--- config.mk ---
export PLATFORM = sky130hd
export DESIGN_NAME = pdra_alloc
export DESIGN_NICKNAME = d
export VERILOG_FILES = /design/src/pdra_pkg.sv /design/src/pdra_alloc.sv
export SDC_FILE = /design/constraint.sdc
export NUM_CORES = 1
export LEC_CHECK = 0
export BUFFER_PORTS_ARGS = -buffer_cell sky130_fd_sc_hd__buf_2
export CORE_MARGIN = 3
export CORE_UTILIZATION = 59
export CTS_BUF_LIST = sky130_fd_sc_hd__clkbuf_16
export DETAILED_ROUTE_END_ITERATION = 10
export PLACE_DENSITY = 0.9
export SYNTH_ARGS = -nofsm -noshare
export SYNTH_HDL_FRONTEND = slang
export SYNTH_SLANG_ARGS = --single-unit
--- constraint.sdc ---
create_clock -name clk -period 38.4 [get_ports clk]
set_input_delay 9.6 -clock clk [delete_from_list [all_inputs] [get_ports clk]]
set_output_delay 9.6 -clock clk [all_outputs]
set_load 0.01 [all_outputs]
--- src/pdra_pkg.sv ---
// ----------------------------------------------------------------------------
// pdra_pkg
// Shared types and constants for the packet descriptor ring allocator.
// ----------------------------------------------------------------------------
package pdra_pkg;

  // Largest byte ring the allocator can manage.
  localparam int unsigned RING_BYTES = 65536;

  // Operation codes carried in the func field.
  localparam logic [1:0] FUNC_PUSH = 2'd0;
  localparam logic [1:0] FUNC_PEEK = 2'd1;
  localparam logic [1:0] FUNC_POP  = 2'd2;

  // Configuration register indexes.
  localparam logic [1:0] REG_PACKET_LIMIT = 2'd0;
  localparam logic [1:0] REG_BYTE_LIMIT   = 2'd1;
  localparam logic [1:0] REG_MAX_LEN      = 2'd2;

  typedef enum logic [2:0] {
    ST_OK         = 3'd0,
    ST_OVERSIZE   = 3'd1,
    ST_SLOTS_FULL = 3'd2,
    ST_BYTES_FULL = 3'd3,
    ST_EMPTY      = 3'd4
  } status_e;

  typedef struct packed {
    logic [1:0]  func;
    logic [31:0] meta_tag;
    logic [16:0] packet_length;
  } item_t;

  typedef struct packed {
    status_e     status;
    logic [15:0] out_offset;
    logic [16:0] out_length;
    logic [31:0] out_meta;
    logic [7:0]  queue_depth;
    logic [16:0] bytes_used;
  } result_t;

  typedef struct packed {
    logic [1:0]  index;
    logic [16:0] value;
  } cfg_beat_t;

  // Current register settings as seen by the allocator.
  typedef struct packed {
    logic [7:0]  packet_limit;
    logic [16:0] byte_limit;
    logic [16:0] max_len;
  } cfg_regs_t;

  // One packet descriptor.
  typedef struct packed {
    logic [31:0] meta;
    logic [15:0] offset;
    logic [16:0] length;
    logic [16:0] reserved;
  } desc_t;

  // Descriptor write request from the allocator to the descriptor store.
  typedef struct packed {
    logic        we;
    logic [7:0]  addr;
    desc_t       desc;
  } desc_wr_t;

endpackage

--- src/pdra_alloc.sv ---
// ----------------------------------------------------------------------------
// pdra_alloc
// Ring pointers and byte accounting. Decides one operation per cycle while go is
// high, from the staged item, updates the pointers and forms the result.
// ----------------------------------------------------------------------------
module pdra_alloc
  import pdra_pkg::*;
#(
  parameter int unsigned DEPTH = 256,
  parameter int unsigned AW    = 8,
  parameter int unsigned MW    = 32
) (
  input  logic          clk,
  input  logic          rst,
  input  logic          go,
  input  item_t         item,
  input  cfg_regs_t     regs,
  input  desc_t         head_desc,
  output desc_wr_t      wr,
  output logic [AW-1:0] rd_addr,
  output result_t       res
);

  localparam logic [16:0] CAP_MAX =
    17'((RING_BYTES < 65536) ? RING_BYTES : 65536);
  localparam logic [8:0] DEPTH9 = 9'(DEPTH);
  localparam logic [31:0] META_MASK =
    (MW >= 32) ? 32'hFFFF_FFFF : 32'((64'd1 << MW) - 64'd1);

  logic [7:0]  head_slot, tail_slot;
  logic [15:0] fill_offset;
  logic [16:0] reserved_total;

  logic [7:0]  head_next, tail_next;
  logic [15:0] fill_next;
  logic [16:0] reserved_next;

  logic [8:0]  slot_cnt, limit_p1;
  logic [16:0] cap;
  logic [8:0]  tail_inc, head_inc;
  logic [7:0]  tail_adv, head_adv;
  logic        empty;
  logic [16:0] fo, tailroom, padding, freeb;
  logic [17:0] required;
  logic [15:0] alloc_off;
  logic [17:0] end_off;
  logic [8:0]  depth9;

  always_comb begin
    limit_p1 = {1'b0, regs.packet_limit} + 9'd1;
    slot_cnt = (limit_p1 > DEPTH9) ? DEPTH9 : limit_p1;

    if (regs.byte_limit == 17'd0) begin
      cap = 17'd1;
    end else if (regs.byte_limit > CAP_MAX) begin
      cap = CAP_MAX;
    end else begin
      cap = regs.byte_limit;
    end

    tail_inc = {1'b0, tail_slot} + 9'd1;
    tail_adv = (tail_inc >= slot_cnt) ? 8'd0 : tail_inc[7:0];
    head_inc = {1'b0, head_slot} + 9'd1;
    head_adv = (head_inc >= slot_cnt) ? 8'd0 : head_inc[7:0];
    empty    = (head_slot == tail_slot);

    // Push placement: restart at zero when the ring is drained or the offset
    // lies beyond a shrunken ring, and skip the tail when the packet won't fit.
    fo        = (reserved_total == 17'd0 || {1'b0, fill_offset} >= cap) ?
                17'd0 : {1'b0, fill_offset};
    tailroom  = cap - fo;
    padding   = (item.packet_length > tailroom) ? tailroom : 17'd0;
    required  = {1'b0, padding} + {1'b0, item.packet_length};
    freeb     = (reserved_total >= cap) ? 17'd0 : cap - reserved_total;
    alloc_off = (padding != 17'd0) ? 16'd0 : fo[15:0];
    end_off   = {2'b00, alloc_off} + {1'b0, item.packet_length};
  end

  always_comb begin
    head_next     = head_slot;
    tail_next     = tail_slot;
    fill_next     = fill_offset;
    reserved_next = reserved_total;

    wr.we            = 1'b0;
    wr.addr          = tail_slot;
    wr.desc.meta     = item.meta_tag & META_MASK;
    wr.desc.offset   = alloc_off;
    wr.desc.length   = item.packet_length;
    wr.desc.reserved = required[16:0];

    res.status      = ST_OK;
    res.out_offset  = 16'd0;
    res.out_length  = 17'd0;
    res.out_meta    = 32'd0;

    if (go) begin
      case (item.func)
        FUNC_PUSH: begin
          if (item.packet_length > regs.max_len || item.packet_length > cap) begin
            res.status = ST_OVERSIZE;
          end else if (tail_adv == head_slot) begin
            res.status = ST_SLOTS_FULL;
          end else if (required > {1'b0, freeb}) begin
            res.status = ST_BYTES_FULL;
            fill_next  = fo[15:0];
          end else begin
            wr.we          = 1'b1;
            res.out_offset = alloc_off;
            fill_next      = (end_off >= {1'b0, cap}) ? 16'd0 : end_off[15:0];
            reserved_next  = reserved_total + required[16:0];
            tail_next      = tail_adv;
          end
        end
        FUNC_PEEK: begin
          if (empty) begin
            res.status = ST_EMPTY;
          end else begin
            res.out_offset = head_desc.offset;
            res.out_length = head_desc.length;
            res.out_meta   = head_desc.meta;
          end
        end
        FUNC_POP: begin
          if (empty) begin
            res.status = ST_EMPTY;
          end else begin
            head_next     = head_adv;
            reserved_next = (head_desc.reserved > reserved_total) ?
                            17'd0 : reserved_total - head_desc.reserved;
          end
        end
        default: begin
        end
      endcase
    end

    if (tail_next >= head_next) begin
      depth9 = {1'b0, tail_next} - {1'b0, head_next};
    end else begin
      depth9 = slot_cnt - {1'b0, head_next} + {1'b0, tail_next};
    end
    res.queue_depth = depth9[7:0];
    res.bytes_used  = reserved_next;

    // The descriptor store reads the entry that will be the head next cycle.
    rd_addr = head_next[AW-1:0];
  end

  always_ff @(posedge clk) begin
    if (rst) begin
      head_slot      <= 8'd0;
      tail_slot      <= 8'd0;
      fill_offset    <= 16'd0;
      reserved_total <= 17'd0;
    end else begin
      head_slot      <= head_next;
      tail_slot      <= tail_next;
      fill_offset    <= fill_next;
      reserved_total <= reserved_next;
    end
  end

endmodule

==> metrics.txt <==
Slew @ Worst Pin=roughly 1300 ps; Int Power=0.1755 mW; most frequent cells in the layout=305 x buf_2, 240 x ha_1, 159 x inv_1; clock latency on the worst-skew pair=approximately 310 ps; Initial Util=between 60% and 70%; syn avg cell area=around 7.5 um2; Seq pwr share=between 15 and 20%; Worst Hold Class=flip-flop to flip-flop; cts bufs inserted=5; delay-heaviest family, CP=compound AO/OA/AOI/OAI gates; GP Congestion=roughly 1.0; area post-placement=about 14000 um2; # setup viols final=0; most common cell after layout, fill and taps aside=buf_2; CP max-delay cell=a21oi_1; diode count=0; DIE HEIGHT=about 150 um; FILL cells=between 1500 and 2000; Synth Area in Simple Gates=20.94%; Main synth FF type=dfxtp_1; WP buf/inv=6; initial drt markers=1125; Final WS setup=5179 ps; synthesized area=12250 um2; XOR/XNOR Fraction of Synth Area=under 10%; die area=22530 um2; Detail Route Antenna Nets=0; wl on met1=approximately 16000 um; Crit Path Max Fanout=33; cell area power density=between 20 and 30 nW/um2; Crit Path Class=input pin to output port; CTS Buffer Depth=2; DP Worst Slack=5527 ps; CTS tree=yes; routed wl met3=between 4000 and 5000 um; clock share of power=13.2%; arrival time at the worst endpoint=~24000 ps; EDFF count, synth=0; Synth Instances=around 1600; wire per inst=~19 um; Max IR drop VDD=between 0.02 and 0.025 mV; CP Launch Type=input pin; CTS clock-pin slew for the worst setup and hold paths=about 80 ps; top routing layer used=met4; layout cells sized above 1=19.08%; Final period util=86.51%; Post-CTS Repair Setup Buffers=0; drt total wl=around 41000 um; combinational share of power=between 70% and 80%; Crit path top cell by count=a21oi_1; core area=between 20000 and 25000 um2; Compound-Gate Fraction of Synth Area=between 20% and 30%; ys async rst share=0%; Critical Path Sink Type=output port; largest net degree at the start of global routing=66; Ports=370; required time of the worst setup path=between 20000 and 30000 ps; CTS H-tree lvls=2; mux share of post-synthesis cell area=less than 1%; Sum Neg Setup Slack=0 ps; Resized cells post-CTS=0; status=completed; max incr delay on CP=800 ps; number of max-cap violations=0; clock root buffer=clkbuf_16; switching pwr=roughly 0.18 mW; CTS Sinks=between 40 and 50; # DRC=0; post-route minimum period=between 30000 and 40000 ps; hold_buf cts=0; Switching Share=50.64%; Area Growth Syn to Fin=12.06%; Pre-antenna DRT Iters=6; Syn Nets=around 2100; DR WL met2=18300 um; # rows=52; RSZ-0062 raised after global routing=false; leakage power=about 7.4 nW; Horiz. Die Dim=about 150 um; vias in the first global route=roughly 12000; first-pass GRT wire length=62300 um; GR Util All Layers=34.13%; DP Wirelength=33960 um; Setup Skew=approximately 11 ps; Max Slew Vio Count=0; global route overflow=0; main combinational cell family by area after synthesis=adder cells; Fin. Hold Viols=0; routed vias/inst=between 6 and 7; vias=approximately 13000; adder-cell share of the synthesized area=26.80%; design area=13730 um2; sequential area share after synthesis=approximately 8%; Max Fclk=~30 MHz; Slew headroom=15.74%; #FFs+latches synth=49; initial antenna violation count=0; Final #Nets=between 2000 and 2500; Port Buffer Count=305; count of cell types in the netlist=92; Ys Warns=0
## sequential cells by signal, summed over array words and instances, names as in the netlist
signal and cells:
fill_offset 16, head_slot 8, reserved_total 17, tail_slot 8
## final timing paths
path         slack (ps)  depth (start not counted)             end      startpoint
max                5180                         65         res[24]        regs[17]
max reg2reg       26990                         48  fill_offset[6]  fill_offset[0]
min                 610                          1  fill_offset[0]  fill_offset[0]
min reg2reg         610                          1  fill_offset[0]  fill_offset[0]
## kinds of logic after synthesis
logic type,Yosys count
buffers and inverters,249
DFF,49
muxes,6
xor gates and xnor gates,118
and+or+nand+nor,491
AOI/OAI and AO/OA,463
adders and majority gates,254
## synth_stat cells (13+ instances only)
cell      instances  area share [%]
nand4_1          28             1.4
and2_1           87             4.4
ha_1            240              25
o21bai_1         20             1.2
and3_1           13            0.66
a211oi_1         16            0.98
inv_1           159             4.9
clkbuf_1         28            0.86
nor3_1           30             1.2
buf_4            52             3.2
o21ai_0          86             3.5
fa_1             14             2.3
a21oi_1         120             4.9
dfxtp_1          49             8.0
nand2b_1         18            0.92
xnor2_1          73             5.2
o21a_1           20             1.2
nand3_1          23            0.94
a32o_1           18             1.5
nor2b_1          32             1.6
nor2_1          101             3.1
a22o_1           19             1.4
xor2_1           43             3.1
nand2_1         108             3.3
a21o_1           52             3.2
## stage by stage
stage	utilization [%]	std cells	power [mW]	hold slack (ps)
finish	67.62	2125	0.3556	608.9
global route	67.62	2125	0.3829	617.8
CTS	67.62	2125	0.3510	606.6
detailed placement	66.92	2117	0.3029	584.9
global placement	66.92	2117	0.2955	573.3
floorplan	-	1630	0.2379	501.8
## final cells by class
class | count | area (um2) | area share, %
clock buffer | 5 | 125.1 | 0.9115
clock inverter | 3 | 17.52 | 0.1276
inverter | 159 | 596.8 | 4.348
multi-input combinational | 1332 | 10130 | 73.78
sequential | 49 | 980.9 | 7.146
tap | 270 | 337.8 | 2.461
timing repair buffer | 307 | 1541 | 11.23
## worst reg2reg max path: cells and delay by family, from the launching register on
kind / cells / cell delay [ps]
xor+xnor: 1 / 240
compound gates: 25 / 6270
fa+ha+maj: 6 / 1700
flops: 1 / 420
simple gates: 14 / 2590
buf+inv: 2 / 140
## routing by layer
| metal | global-route usage, % | vias to the layer above |
|---|---|---|
| li1 | - | 6235 |
| met4 | 14.78 | 0 |
| met1 | 44.13 | 6042 |
| met2 | 54.99 | 700 |
| met5 | 0 | - |
| met3 | 7.194 | 146 |
## power by group through the flow
stage | Combinational (mW) | Sequential (mW) | Clock [mW]
finish | 0.254 | 0.0550 | 0.0471
global placement | 0.240 | 0.0559 | 0
global route | 0.279 | 0.0550 | 0.0488
floorplan | 0.183 | 0.0548 | 0
CTS | 0.250 | 0.0547 | 0.0467
detailed placement | 0.247 | 0.0559 | 0
Note: power is estimated with default switching activity, not from simulation.
